### config.mk
export PLATFORM = sky130hd
export DESIGN_NAME = gbs_front_flat
export DESIGN_NICKNAME = d
export VERILOG_FILES = /design/src/rtl/gbs_pkg.sv /design/src/rtl/gbs_if.sv /design/src/rtl/gbs_front.sv /design/src/flat_wrapper.sv
export SDC_FILE = /design/constraint.sdc
export NUM_CORES = 1
export LEC_CHECK = 0
export BUFFER_PORTS_ARGS = -buffer_cell sky130_fd_sc_hd__buf_2
export CORE_MARGIN = 3
export CORE_UTILIZATION = 36
export CTS_CLUSTER_DIAMETER = 50
export CTS_CLUSTER_SIZE = 10
export DETAILED_ROUTE_END_ITERATION = 12
export GPL_TIMING_DRIVEN = 1
export PLACE_DENSITY = 0.9
export SLEW_MARGIN = 20
export SYNTH_ARGS = -nofsm -noshare
export SYNTH_HDL_FRONTEND = slang
export SYNTH_SLANG_ARGS = --single-unit
### constraint.sdc
create_clock -name clk -period 3.31 [get_ports clk]
set_input_delay 0.331 -clock clk [delete_from_list [all_inputs] [get_ports clk]]
set_output_delay 0.331 -clock clk [all_outputs]
set_load 0.01 [all_outputs]
### src/rtl/gbs_pkg.sv
// Package: shared constants, types and state codes for greedy box suppression.
package gbs_pkg;

    localparam int MAX_BOXES  = 64;
    localparam int COORD_BITS = 12;
    localparam int IDX_BITS   = $clog2(MAX_BOXES);
    localparam int CNT_BITS   = IDX_BITS + 1;
    localparam int SCORE_BITS = 16;
    localparam int OUT_IDX_BITS = 6;
    localparam int EDGE_BITS  = COORD_BITS + 1;
    localparam int AREA_BITS  = 2 * COORD_BITS;
    localparam int UNI_BITS   = AREA_BITS + 1;
    localparam int PROD_BITS  = SCORE_BITS + UNI_BITS;
    localparam int CFG_IDX_BITS  = 2;
    localparam int CFG_DATA_BITS = 16;
    localparam int FIFO_DEPTH = 4;
    localparam int FIFO_PTR_BITS = $clog2(FIFO_DEPTH);

    localparam logic [CFG_IDX_BITS-1:0] CFG_SCORE_THR = 2'd0;
    localparam logic [CFG_IDX_BITS-1:0] CFG_IOU_THR   = 2'd1;

    localparam logic [SCORE_BITS-1:0] SCORE_THR_RESET = 16'd16384;
    localparam logic [SCORE_BITS-1:0] IOU_THR_RESET   = 16'd29491;

    typedef struct packed {
        logic [COORD_BITS-1:0] x;
        logic [COORD_BITS-1:0] y;
        logic [COORD_BITS-1:0] w;
        logic [COORD_BITS-1:0] h;
    } gbs_box_t;

    // One classified request from the front end to the back end
    typedef struct packed {
        gbs_box_t              box;
        logic [SCORE_BITS-1:0] score;
        logic                  pass;
        logic                  store;
        logic [IDX_BITS-1:0]   idx;
        logic                  final_box;
    } gbs_entry_t;

    typedef struct packed {
        logic                valid;
        logic                over;
        logic [IDX_BITS-1:0] idx;
    } gbs_iou_res_t;

    typedef enum logic [1:0] {
        ST_LOAD,
        ST_SCAN,
        ST_SUPP
    } gbs_state_t;

endpackage

### src/rtl/gbs_if.sv
// Interfaces: box request channel and result channel.
interface gbs_box_if;
    import gbs_pkg::*;

    logic                  valid;
    logic                  ready;
    logic [COORD_BITS-1:0] box_x;
    logic [COORD_BITS-1:0] box_y;
    logic [COORD_BITS-1:0] box_width;
    logic [COORD_BITS-1:0] box_height;
    logic [SCORE_BITS-1:0] box_score;
    logic                  final_box;

    modport source (output valid, box_x, box_y, box_width, box_height, box_score,
                    final_box, input ready);
    modport sink   (input valid, box_x, box_y, box_width, box_height, box_score,
                    final_box, output ready);
endinterface


### src/rtl/gbs_front.sv
// Front end: accept boxes, classify against the score threshold, assign slots.
module gbs_front (
    input  logic                           clk,
    input  logic                           rst_n,
    gbs_box_if.sink                        box,
    input  logic [gbs_pkg::SCORE_BITS-1:0] score_thr,
    output logic                           push,
    output gbs_pkg::gbs_entry_t            push_data,
    input  logic                           full
);
    import gbs_pkg::*;

    logic [CNT_BITS-1:0] count_reg;
    logic [CNT_BITS-1:0] count_next;
    logic                store;

    assign box.ready = !full;
    assign push      = box.valid && !full;
    assign store     = (count_reg < CNT_BITS'(MAX_BOXES));

    assign push_data.box.x     = box.box_x;
    assign push_data.box.y     = box.box_y;
    assign push_data.box.w     = box.box_width;
    assign push_data.box.h     = box.box_height;
    assign push_data.score     = box.box_score;
    assign push_data.pass      = (box.box_score >= score_thr);
    assign push_data.store     = store;
    assign push_data.idx       = count_reg[IDX_BITS-1:0];
    assign push_data.final_box = box.final_box;

    always_comb
    begin
        count_next = count_reg;
        if (push)
        begin
            // the final box closes the set, whether stored or dropped
            if (box.final_box)
                count_next = '0;
            else if (store)
                count_next = count_reg + CNT_BITS'(1);
        end
    end

    always_ff @(posedge clk or negedge rst_n)
    begin
        if (!rst_n)
            count_reg <= '0;
        else
            count_reg <= count_next;
    end

endmodule

### src/flat_wrapper.sv
// flat-port wrapper written by rule: the top's interface ports become plain ports
module gbs_front_flat import gbs_pkg::*;
  (clk, rst_n, score_thr, push, push_data, full, box_valid, box_box_x, box_box_y, box_box_width, box_box_height, box_box_score, box_final_box, box_ready);
  gbs_box_if box_i ();
  input  logic clk;
  input  logic rst_n;
  input  logic [gbs_pkg::SCORE_BITS-1:0] score_thr;
  output logic push;
  output gbs_pkg::gbs_entry_t push_data;
  input  logic full;
  input wire logic [$bits(box_i.valid)-1:0] box_valid;
  input wire logic [$bits(box_i.box_x)-1:0] box_box_x;
  input wire logic [$bits(box_i.box_y)-1:0] box_box_y;
  input wire logic [$bits(box_i.box_width)-1:0] box_box_width;
  input wire logic [$bits(box_i.box_height)-1:0] box_box_height;
  input wire logic [$bits(box_i.box_score)-1:0] box_box_score;
  input wire logic [$bits(box_i.final_box)-1:0] box_final_box;
  output wire logic [$bits(box_i.ready)-1:0] box_ready;
  assign box_i.valid = box_valid;
  assign box_i.box_x = box_box_x;
  assign box_i.box_y = box_box_y;
  assign box_i.box_width = box_box_width;
  assign box_i.box_height = box_box_height;
  assign box_i.box_score = box_box_score;
  assign box_i.final_box = box_final_box;
  assign box_ready = box_i.ready;
  gbs_front u_core (.clk(clk), .rst_n(rst_n), .box(box_i), .score_thr(score_thr), .push(push), .push_data(push_data), .full(full));
endmodule
### Yosys cells after proc, flatten, opt, wreduce, memory -nomap -nowiden

Cells that the tools add are included.

* register bits: 7
* logic and storage cells: 10

* reduce and logical (&&, ||, !) cells: 4
* multiplexer cells: 2
* magnitude comparators: 2
* add/sub/neg operators: 1

Operators by type and width (number)
* 16-bit greater-or-equal comparator: 1
* 7-bit two-way mux: 2
* 7-bit by 1-bit adder with 7-bit output (second input constant): 1
* 7-bit < comparator (second input constant): 1
* 2-bit AND reduction: 1
* 2-bit nonzero test: 1
* 1-bit logical AND: 1
* 1-bit logical NOT: 1

### Depth between registers and ports, before layout

* depth after elaboration: 3
* gate-level depth with buffers: 6

### Worst setup path before layout

Ideal clock, no wire load.

* path type: input -> output
* start point: input box_box_score[0]
* end point: output push_data[8] in the netlist's numbering
* required time: 2979 ps
* cell stages on the path: 6
* path buffers: 0
* path slack: 1551 ps
* arrival: 1428 ps
* cells stage by stage: inv_1 > ha_1 > nand2b_4 > a2111oi_0 > or4_1 > o211ai_1

RTL lines
* start, declared: RTL line flat_wrapper.sv:16 `input wire logic [$bits(box_i.box_score)-1:0] box_box_score;`
* end, declared: RTL line flat_wrapper.sv:9 `output gbs_pkg::gbs_entry_t push_data;`

==> impl_metrics.toml <==
[synth]
syn-num-nets = 268
synthFlopType = "dfrtp_1"
synth_area_um2 = 1320
ys_types = 30
yosysTopAreaCell = "buf_4"
syn_avg_cell_area_um2 = 7.96
async_reset_ff_share_pct = 100
synth.top_cell.area_share_pct = 40.9
ys_warn_count = 0
netlist_top_cells_area = "buf_4, ha_1, dfrtp_1, inv_1, a21oi_1"
ys_ff_latch = 7
synth_edf_count = 0
synthCells = 166
ys_seq_area_share_pct = 13.3

[cts]
htree_levels = 1
clockBufferDepth = 2
post_cts_buffers = 0
tritoncts = "done"
ctsHoldBuffers = 1
ctsResizeCount = 0
clk_pin_slew_ns = 0.04
cts_buffers = 3
cts.sinks = 7
cts-root-buf = "clkbuf_8"
clk_latency_ns = 0.23

[power_and_ir_drop]
p_leak_uw = 0.000697
vdd.ir_drop.worst_v = 0.000139
power.density_nw_per_um2 = 280
finalPower_uw = 338

[finish]
layout_commonest_cell = "buf_2"
final_nets = 265
drive_gt1_share_pct = 45.1
final_cell_mix = "buf_2, inv_1, ha_1"
diodes = 0
multiInputGateArea_um2 = 534
synthToLayoutAreaGrowth_pct = -8.52
largest_register_ffs = 7
utilization_pct = 35.1
regArea_um2 = 175
fillers = 343

[worst_setup_path]
cpPeakStageDelay_ns = 0.41
crit_top_cell = "buf_2"
path_buf_inv = 2
startpoint_type = "primary input"
worstPathArrival_ns = 1.71
slowest_stage = "or4_1"
crit_type = "primary input to primary output"
cp.required_ns = 2.98
cp-end-kind = "primary output"
cp_max_fo = 3
reg2reg_depth = 5
critPathTopFamily = "simple AND/OR/NAND/NOR gates"
path_cells = "buf_2 > ha_1 > and4_1 > nand3b_1 > or4_1 > o211ai_1 > buf_2"
reg2reg_slack_ns = 2.00
worst-path-stages = 7

[sta]
tns_ns = 0
grt_setup_unrepaired = "no"
worst_slew_pin_slew_ns = 0.316
fin_crit_ns = 2.04
whs_ns = 0.406
hold_viol = 0
finalSetupViolations = 0
max_freq_ghz = 0.491
finalMaxSlewViolations = 0
worst_clock_skew_ns = 0.00170
timing.final.crit_share_pct = 61.5
relSlewSlack_pct = 78.4

[floorplan]
chipHeight_um = 66.6
start_util_pct = 38.4
core-area_um2 = 3440
die_w_um = 66.6
rows = 21
io_pins = 160
die_area_um2 = 4430

[global_route]
track_usage_pct = 11.3
grt_max_degree = 10
antenna_found_initial = 0
grt_pass1_wl_mm = 3.79
overflow = 0
grt_pass1_vias = 901

[detailed_routing]
drc_errors = 0
routedWlPerCell_um = 12.4
drt_iter0_markers = 33
wirelength_mm = 2.58
via_count = 941
post_drt_via_cell_ratio = 4.52
ant_nets = 0
firstDrtPassIters = 4

[min_path]
min_path_cells = 2
hp-class = "primary input to flop"

[job]
cap_violations = 0

[placement]
globalplace.congestion = 0.902
dp_hpwl_mm = 2.20
port_buffers = 63

[outcome]
status = "complete, no violations"
==> layer usage <==
metal | up-vias | wire (µm) | GRT usage (%)
met3 | 25 | 266 | 4.22
met2 | 43 | 1300 | 19.3
met4 | 0 | 149 | 10.2
li1 | 464 | - | -
met5 | - | 0 | 0
met1 | 409 | 861 | 10.4
==> worst reg2reg max path: cells and delay by family, from the launching register on <==
kind / cells / cell delay [ns]
and+or+nand+nor: 1 / 0.27
adders and majority gates: 1 / 0.18
AOI/OAI and AO/OA: 3 / 0.35
DFF: 1 / 0.39
==> final timing paths <==
kind / start / end
worst max-delay path: box_box_score[11] / push_data[8]
worst min-delay path: box_final_box / u_core.count_reg[3]
worst max register to register: u_core.count_reg[1] / u_core.count_reg[4]
worst min register to register: u_core.count_reg[4] / u_core.count_reg[4]
max in group asynchronous: rst_n / u_core.count_reg[1]
min in group asynchronous: rst_n / u_core.count_reg[4]
==> cell type report <==
class | count | share of cell area (%)
clock buffer | 4 | 3.73
inverter | 19 | 5.90
multi-input combinational | 68 | 44.2
sequential | 7 | 14.5
tap | 46 | 4.76
timing repair buffer | 64 | 26.9
==> power breakdown <==
group,leakage [µW],total [µW],internal [µW],switching [µW]
Clock,0.0000228,119,83.2,36.2
Sequential,0.0000953,101,92.5,8.64
Combinational,0.000579,117,58.5,59.0
Total,0.000697,338,234,104
==> synthesized netlist by cell type, types with 2 or more instances <==
| library cell | number |
|---|---|
| buf_4 | 72 |
| inv_1 | 18 |
| ha_1 | 17 |
| a21oi_1 | 9 |
| dfrtp_1 | 7 |
| nand2_1 | 5 |
| o21ai_0 | 5 |
| nor2_1 | 4 |
| nand3_1 | 3 |
| nor3_1 | 3 |
| nand2b_1 | 2 |
| nand2b_4 | 2 |
| xnor2_1 | 2 |
==> cell families (layout without fill, tap and decap cells) <==
family | after synthesis | after routing | share of synthesized area (%)
adders and majority gates | 17 | 17 | 16.1
buffers and inverters | 91 | 87 | 46.3
xor gates and xnor gates | 2 | 2 | 1.33
DFF | 7 | 7 | 13.3
and+or+nand+nor | 27 | 27 | 13.0
AOI/OAI and AO/OA | 21 | 21 | 9.19
muxes | 1 | 1 | 0.852
==> per-stage QoR <==
stage	worst slack [ns]	area, µm²	cells
after CTS	1.27	1210	208
after global routing	1.17	1210	208
final	1.27	1210	208
after detailed placement	1.27	1150	203
after global placement	1.28	1150	203
after floorplan	1.55	1320	166
Note: power is estimated with default switching activity, not from simulation.
