`src/rtl/gbs_pkg.sv`:
```
// Package: shared constants, types and state codes for greedy box suppression.
package gbs_pkg;

    localparam int MAX_BOXES  = 64;
    localparam int COORD_BITS = 12;
    localparam int IDX_BITS   = $clog2(MAX_BOXES);
    localparam int CNT_BITS   = IDX_BITS + 1;
    localparam int SCORE_BITS = 16;
    localparam int OUT_IDX_BITS = 6;
    localparam int EDGE_BITS  = COORD_BITS + 1;
    localparam int AREA_BITS  = 2 * COORD_BITS;
    localparam int UNI_BITS   = AREA_BITS + 1;
    localparam int PROD_BITS  = SCORE_BITS + UNI_BITS;
    localparam int CFG_IDX_BITS  = 2;
    localparam int CFG_DATA_BITS = 16;
    localparam int FIFO_DEPTH = 4;
    localparam int FIFO_PTR_BITS = $clog2(FIFO_DEPTH);

    localparam logic [CFG_IDX_BITS-1:0] CFG_SCORE_THR = 2'd0;
    localparam logic [CFG_IDX_BITS-1:0] CFG_IOU_THR   = 2'd1;

    localparam logic [SCORE_BITS-1:0] SCORE_THR_RESET = 16'd16384;
    localparam logic [SCORE_BITS-1:0] IOU_THR_RESET   = 16'd29491;

    typedef struct packed {
        logic [COORD_BITS-1:0] x;
        logic [COORD_BITS-1:0] y;
        logic [COORD_BITS-1:0] w;
        logic [COORD_BITS-1:0] h;
    } gbs_box_t;

    // One classified request from the front end to the back end
    typedef struct packed {
        gbs_box_t              box;
        logic [SCORE_BITS-1:0] score;
        logic                  pass;
        logic                  store;
        logic [IDX_BITS-1:0]   idx;
        logic                  final_box;
    } gbs_entry_t;

    typedef struct packed {
        logic                valid;
        logic                over;
        logic [IDX_BITS-1:0] idx;
    } gbs_iou_res_t;

    typedef enum logic [1:0] {
        ST_LOAD,
        ST_SCAN,
        ST_SUPP
    } gbs_state_t;

endpackage

```
`src/rtl/gbs_fifo.sv`:
```
// Short request queue between front end and back end.
module gbs_fifo (
    input  logic                clk,
    input  logic                rst_n,
    input  logic                push,
    input  gbs_pkg::gbs_entry_t push_data,
    output logic                full,
    input  logic                pop,
    output gbs_pkg::gbs_entry_t pop_data,
    output logic                empty
);
    import gbs_pkg::*;

    gbs_entry_t               mem_reg [FIFO_DEPTH];
    logic [FIFO_PTR_BITS-1:0] wr_ptr_reg;
    logic [FIFO_PTR_BITS-1:0] rd_ptr_reg;
    logic [FIFO_PTR_BITS:0]   cnt_reg;
    logic [FIFO_PTR_BITS-1:0] wr_ptr_next;
    logic [FIFO_PTR_BITS-1:0] rd_ptr_next;
    logic [FIFO_PTR_BITS:0]   cnt_next;
    logic                     do_push;
    logic                     do_pop;

    assign full     = (cnt_reg == (FIFO_PTR_BITS+1)'(FIFO_DEPTH));
    assign empty    = (cnt_reg == '0);
    assign do_push  = push && !full;
    assign do_pop   = pop && !empty;
    assign pop_data = mem_reg[rd_ptr_reg];

    always_comb
    begin
        wr_ptr_next = do_push ? wr_ptr_reg + FIFO_PTR_BITS'(1) : wr_ptr_reg;
        rd_ptr_next = do_pop  ? rd_ptr_reg + FIFO_PTR_BITS'(1) : rd_ptr_reg;
        cnt_next    = cnt_reg;
        if (do_push && !do_pop)
            cnt_next = cnt_reg + (FIFO_PTR_BITS+1)'(1);
        else if (do_pop && !do_push)
            cnt_next = cnt_reg - (FIFO_PTR_BITS+1)'(1);
    end

    always_ff @(posedge clk)
    begin
        if (do_push)
            mem_reg[wr_ptr_reg] <= push_data;
    end

    always_ff @(posedge clk or negedge rst_n)
    begin
        if (!rst_n)
        begin
            wr_ptr_reg <= '0;
            rd_ptr_reg <= '0;
            cnt_reg    <= '0;
        end
        else
        begin
            wr_ptr_reg <= wr_ptr_next;
            rd_ptr_reg <= rd_ptr_next;
            cnt_reg    <= cnt_next;
        end
    end

endmodule

```
`config.mk`:
```
export PLATFORM = sky130hd
export DESIGN_NAME = gbs_fifo
export DESIGN_NICKNAME = d
export VERILOG_FILES = /design/src/rtl/gbs_pkg.sv /design/src/rtl/gbs_fifo.sv
export SDC_FILE = /design/constraint.sdc
export NUM_CORES = 1
export LEC_CHECK = 0
export BUFFER_PORTS_ARGS = -buffer_cell sky130_fd_sc_hd__buf_2
export CAP_MARGIN = 10
export CORE_MARGIN = 2
export CORE_UTILIZATION = 46
export CTS_CLUSTER_DIAMETER = 60
export DETAILED_ROUTE_END_ITERATION = 10
export HOLD_SLACK_MARGIN = 0.1
export PLACE_DENSITY = 0.66
export SYNTH_ARGS = -nofsm -noshare
export SYNTH_HDL_FRONTEND = slang
export SYNTH_SLANG_ARGS = --single-unit
```
`constraint.sdc`:
```
create_clock -name clk -period 4 [get_ports clk]
set_input_delay 0.2 -clock clk [delete_from_list [all_inputs] [get_ports clk]]
set_output_delay 0.2 -clock clk [all_outputs]
set_load 0.1 [all_outputs]
```
# ---- Yosys cells after proc, flatten, opt, wreduce, memory -nomap -nowiden
# Memory sizes are Yosys's and may differ from the RTL's.
# Cells that the tools add are included.
dict set report totals {
  input_bits 77
  ff_bits 7
  elab_cells 23
  output_inout_bits 75
  n_memories 1
  ram_bits 292
}
# name depth width read_ports rd_clocked_by_memory_dff wr line_no
set mem_list {}
lappend mem_list {mem_reg 4 73 1 0 1 gbs_fifo.sv:14} ;# gbs_entry_t mem_reg [FIFO_DEPTH];
dict set report op_classes {
  n_reduce_logical 10
  n_mux 4
  n_addsub 4
  eq_ne 1
}
# operator n
set ops {}
lappend ops {{$mux 3} 2}
lappend ops {{$add 2x1->2 const B} 2}
lappend ops {{$logic_and 1x1->1} 4}
lappend ops {{$logic_not 1->1} 4}
lappend ops {{$add 3x1->3 const B} 1}
lappend ops {{$eq 3x3->1 const B} 1}
lappend ops {{$logic_not 3->1} 1}
lappend ops {{$sub 3x1->3 const B} 1}
lappend ops {{$mux 1} 2}
lappend ops {{$reduce_bool 2->1} 1}

# ---- Longest topological paths before layout
dict set report depth {
  depth_word 7
  mapped_depth 9
}

# ---- Least setup slack after synthesis
# OpenSTA, ideal clock, no wires.
dict set report synth_path {
  path_type {register to register}
  start {register cnt_reg[0]}
  end {memory mem_reg[0][0] (netlist bit), enable pin}
  t_required_ps 3415
  stages_incl_launch_ff 5
  setup_time_ps 585
  synth_period_minus_slack_ps 3488
  path_buffers 1
  setup_slack_ps 512
  t_arrival_ps 2902
  cell_sequence {dfrtp_1 > nor3b_2 > nor2b_1 > buf_2 > and2_1}
}
dict set report synth_between {
  elab_chain_len 5
}
# element line_no
set synth_lines {}
lappend synth_lines {{start, declared} gbs_fifo.sv:17} ;# logic [FIFO_PTR_BITS:0] cnt_reg;
lappend synth_lines {{start signal, assigned} gbs_fifo.sv:59} ;# cnt_reg <= cnt_next;
lappend synth_lines {{$eq 3x3->1} gbs_fifo.sv:24} ;# assign full = (cnt_reg == (FIFO_PTR_BITS+1)'(FIFO_DEPTH));
lappend synth_lines {{via full} gbs_fifo.sv:7} ;# output logic full,
lappend synth_lines {{$logic_not 1->1} gbs_fifo.sv:26} ;# assign do_push = push && !full;
lappend synth_lines {{$logic_and 1x1->1} gbs_fifo.sv:26}
lappend synth_lines {{via do_push} gbs_fifo.sv:21} ;# logic do_push;
lappend synth_lines {{$mux 1} gbs_fifo.sv:43} ;# if (do_push)
lappend synth_lines {{$mux 1 (implied by the code)} gbs_fifo.sv:44} ;# mem_reg[wr_ptr_reg] <= push_data;
lappend synth_lines {{end, declared} gbs_fifo.sv:14}
# The timed path passes the listed nets, and every way through them passes these cells.

==> impl_metrics.prom <==
# TYPE chip_impl_metric gauge
chip_impl_info{name="cp_slowest_cell",value="sky130_fd_sc_hd__dfrtp_4"} 1
chip_impl_metric{name="die_height",unit="um"} 158
chip_impl_metric{name="path_clk_slew",unit="ns"} 0.06
chip_impl_metric{name="cts.path.max_buffers",unit=""} 3
chip_impl_metric{name="global_route.overflow_total",unit=""} 0
chip_impl_metric{name="hold_ws",unit="ns"} 0.173
chip_impl_metric{name="cts.htree.levels",unit=""} 1
chip_impl_metric{name="postCtsSetupRepairBufs",unit=""} 0
chip_impl_metric{name="routed_wirelength",unit="um"} 20000
chip_impl_info{name="synthFlopType",value="sky130_fd_sc_hd__edfxtp_1"} 1
chip_impl_metric{name="synth_cell_type_count",unit=""} 20
chip_impl_metric{name="fmax",unit="GHz"} 0.350
chip_impl_metric{name="die-area",unit="um^2"} 25100
chip_impl_metric{name="synth_cells",unit=""} 417
chip_impl_metric{name="pin_count",unit=""} 152
chip_impl_metric{name="detail_route.iter0.violations",unit=""} 329
chip_impl_metric{name="max-cap-violations",unit=""} 0
chip_impl_info{name="run_status",value="finished clean"} 1
chip_impl_metric{name="worst_slew_margin_rel",unit="%"} 23.4
chip_impl_info{name="timing.critical_path.max_delay_family",value="flip-flops"} 1
chip_impl_metric{name="via_count_of_the_first_global_routing_pass",unit=""} 5678
chip_impl_metric{name="yosysWarnings",unit=""} 0
chip_impl_metric{name="cpPeakStageDelay",unit="ns"} 0.82
chip_impl_metric{name="largest_reg_flops",unit=""} 292
chip_impl_info{name="yosys-top-cells-count",value="sky130_fd_sc_hd__edfxtp_1 (292), sky130_fd_sc_hd__mux4_2 (73), sky130_fd_sc_hd__buf_2 (8)"} 1
chip_impl_metric{name="grt_start_max_net_pins",unit=""} 75
chip_impl_metric{name="synth_seq_area_share",unit="%"} 81.7
chip_impl_info{name="critPathCaptureType",value="output port"} 1
chip_impl_metric{name="timing.critical_path.fanout_max",unit=""} 30
chip_impl_metric{name="grt_antenna_before_repair",unit=""} 1
chip_impl_metric{name="core_area",unit="um^2"} 23400
chip_impl_metric{name="postSynthRegisterBits",unit=""} 299
chip_impl_metric{name="timing.critical_path.buf_inv",unit=""} 2
chip_impl_metric{name="crit_arrival",unit="ns"} 2.66
chip_impl_metric{name="worst_slew_pin_slew",unit="ns"} 1.15
chip_impl_metric{name="area.growth.synth_to_final",unit="%"} 26.0
chip_impl_metric{name="report.final.hold_viol_count",unit=""} 0
chip_impl_metric{name="timing.final.ws_setup",unit="ns"} 1.15
chip_impl_info{name="min_path_type",value="input port to flop"} 1
chip_impl_info{name="worst_setup_path_start_kind",value="flop"} 1
chip_impl_metric{name="detailroute.via_count",unit=""} 5183
chip_impl_metric{name="final_min_period_over_clock_period",unit="%"} 71.4
chip_impl_metric{name="layout.core_utilization",unit="%"} 59.0
chip_impl_metric{name="gp_routability_congestion",unit=""} 0.727
chip_impl_metric{name="postSynthNetCount",unit=""} 500
chip_impl_metric{name="fin_worst_skew",unit="ns"} 0.00931
chip_impl_metric{name="filler_cell_count",unit=""} 1743
chip_impl_metric{name="placementRows",unit=""} 56
chip_impl_metric{name="cts_buffer_count",unit=""} 31
chip_impl_metric{name="syn_std_cell_area",unit="um^2"} 10900
chip_impl_metric{name="hpwl",unit="um"} 11300
chip_impl_metric{name="post_cts_resize_count",unit=""} 0
chip_impl_metric{name="post-route-drc-count",unit=""} 0
chip_impl_metric{name="netlist.area_leader.share",unit="%"} 80.1
chip_impl_metric{name="number_of_nets_at_the_end_of_the_flow",unit=""} 750
chip_impl_metric{name="place_worst_setup_slack",unit="ns"} 1.51
chip_impl_info{name="synth_top_area_cell",value="sky130_fd_sc_hd__edfxtp_1"} 1
chip_impl_metric{name="portBuffers",unit=""} 151
chip_impl_info{name="rsz0062_at_grt",value="false"} 1
chip_impl_metric{name="worst_skew_pair_latency",unit="ns"} 0.54
chip_impl_metric{name="cp.required",unit="ns"} 3.80
chip_impl_metric{name="timing.final.max_slew_violations",unit=""} 0
chip_impl_metric{name="ys_async_sr_fraction",unit="%"} 2.34
chip_impl_metric{name="final_antenna_net_count",unit=""} 0
chip_impl_metric{name="clock_sink_count",unit=""} 299
chip_impl_metric{name="finalCriticalPeriod",unit="ns"} 2.86
chip_impl_metric{name="syn-mean-instance-area",unit="um^2"} 26.3
chip_impl_info{name="most_numerous_cell_in_the_yosys_netlist",value="sky130_fd_sc_hd__edfxtp_1"} 1
chip_impl_metric{name="grt.total_usage",unit="%"} 16.2
chip_impl_info{name="criticalPathCategory",value="flop to output port"} 1
chip_impl_metric{name="drtPass1Iterations",unit=""} 4
chip_impl_info{name="critical_path.cell_chain",value="buf_4, mux4_2, buf_2"} 1
chip_impl_metric{name="starting_density",unit="%"} 46.8
chip_impl_metric{name="timing.final.setup_violations",unit=""} 0
chip_impl_metric{name="vias_per_cell",unit=""} 5.12
chip_impl_info{name="clock_tree_from_tritoncts",value="yes"} 1
chip_impl_metric{name="final_layout_size_suffix_gt1_share",unit="%"} 41.4
chip_impl_metric{name="wl_per_cell",unit="um"} 19.7
chip_impl_metric{name="grt_first_pass_wirelength",unit="um"} 30700
chip_impl_info{name="clock-root-buffer",value="sky130_fd_sc_hd__clkbuf_16"} 1
chip_impl_metric{name="synth-edff-count",unit=""} 292
chip_impl_info{name="netlist_top_cells_area",value="sky130_fd_sc_hd__edfxtp_1 (80%), sky130_fd_sc_hd__mux4_2 (15%), sky130_fd_sc_hd__dfrtp_1 (1.6%)"} 1
chip_impl_metric{name="dieWidth",unit="um"} 158
chip_impl_metric{name="timing.setup.tns",unit="ns"} 0
tightest hold or removal path, delay by kind of cell:
family / cells / cell delay, ns
xor+xnor: 1 / 0.16
buf+inv: 1 / 0.10
simple gates: 1 / 0.21
path summary, 6_finish.rpt:
kind	startpoint	to	slack, ns	cells after the start
max in group asynchronous	rst_n	rd_ptr_reg[0]	3.07	3
min reg2reg	cnt_reg[2]	cnt_reg[2]	0.48	1
max	rd_ptr_reg[0]	pop_data[30]	1.15	3
min	push	wr_ptr_reg[0]	0.17	3
max reg2reg	cnt_reg[2]	mem_reg[0][47]	1.57	4
min in group asynchronous	rst_n	rd_ptr_reg[1]	0.65	3
what timing repair did:
item                                   in CTS  in global routing
endpoints found under the hold margin     301                  0
hold buffers                               76                  0
setup endpoints to repair                   0                  0
kinds of logic after synthesis:
family	synth area share, %
buf+inv	1.29
flops	81.7
xor+xnor	0.480
fa+ha+maj	0.754
simple gates	0.571
mux	15.2
final cells by class:
class                   instances  area (um^2)  area share, %
diodes                          2         5.00         0.0363
clock buffers                  36          795           5.76
clock inverters                21          141           1.02
inverters                       4         15.0          0.109
multi-input cells              97         1870           13.6
flip-flops and latches        299         8950           64.9
well taps                     319          399           2.89
repair buffers                234         1620           11.7
through the flow:
step / cells / area [um^2]
after global routing: 1011 / 13800
final: 1012 / 13800
after detailed placement: 877 / 12100
after global placement: 877 / 12100
after CTS: 1010 / 13800
after floorplan: 417 / 10900
placed cells by master (no fill, tap or decap), types with 2 or more instances in the layout:
cell type | Yosys | routed
sky130_fd_sc_hd__buf_12 | 0 | 4
sky130_fd_sc_hd__clkbuf_1 | 1 | 5
sky130_fd_sc_hd__inv_1 | 4 | 4
sky130_fd_sc_hd__clkinv_2 | 0 | 8
sky130_fd_sc_hd__xor2_1 | 2 | 2
sky130_fd_sc_hd__dfrtp_1 | 7 | 5
sky130_fd_sc_hd__clkinvlp_4 | 0 | 5
sky130_fd_sc_hd__clkbuf_16 | 0 | 31
sky130_fd_sc_hd__ha_1 | 5 | 5
sky130_fd_sc_hd__buf_4 | 2 | 3
sky130_fd_sc_hd__edfxtp_1 | 292 | 292
sky130_fd_sc_hd__dlygate4sd3_1 | 0 | 76
sky130_fd_sc_hd__diode_2 | 0 | 2
sky130_fd_sc_hd__and2_4 | 0 | 4
sky130_fd_sc_hd__mux2_2 | 2 | 2
sky130_fd_sc_hd__clkinv_1 | 0 | 6
sky130_fd_sc_hd__buf_2 | 8 | 151
sky130_fd_sc_hd__mux4_2 | 73 | 73
sky130_fd_sc_hd__xnor2_1 | 4 | 4
sky130_fd_sc_hd__dfrtp_4 | 0 | 2
layer usage:
layer	wire [um]	global-route usage, %	vias to the layer above
met1	8210	21.1	2699
met4	295	4.12	0
met2	10200	28.3	172
met5	0	0	-
met3	1290	3.24	26
li1	-	-	2286
Power is not shown: default switching activity piles up to over one toggle a cycle in this logic, so the estimate is an artifact.
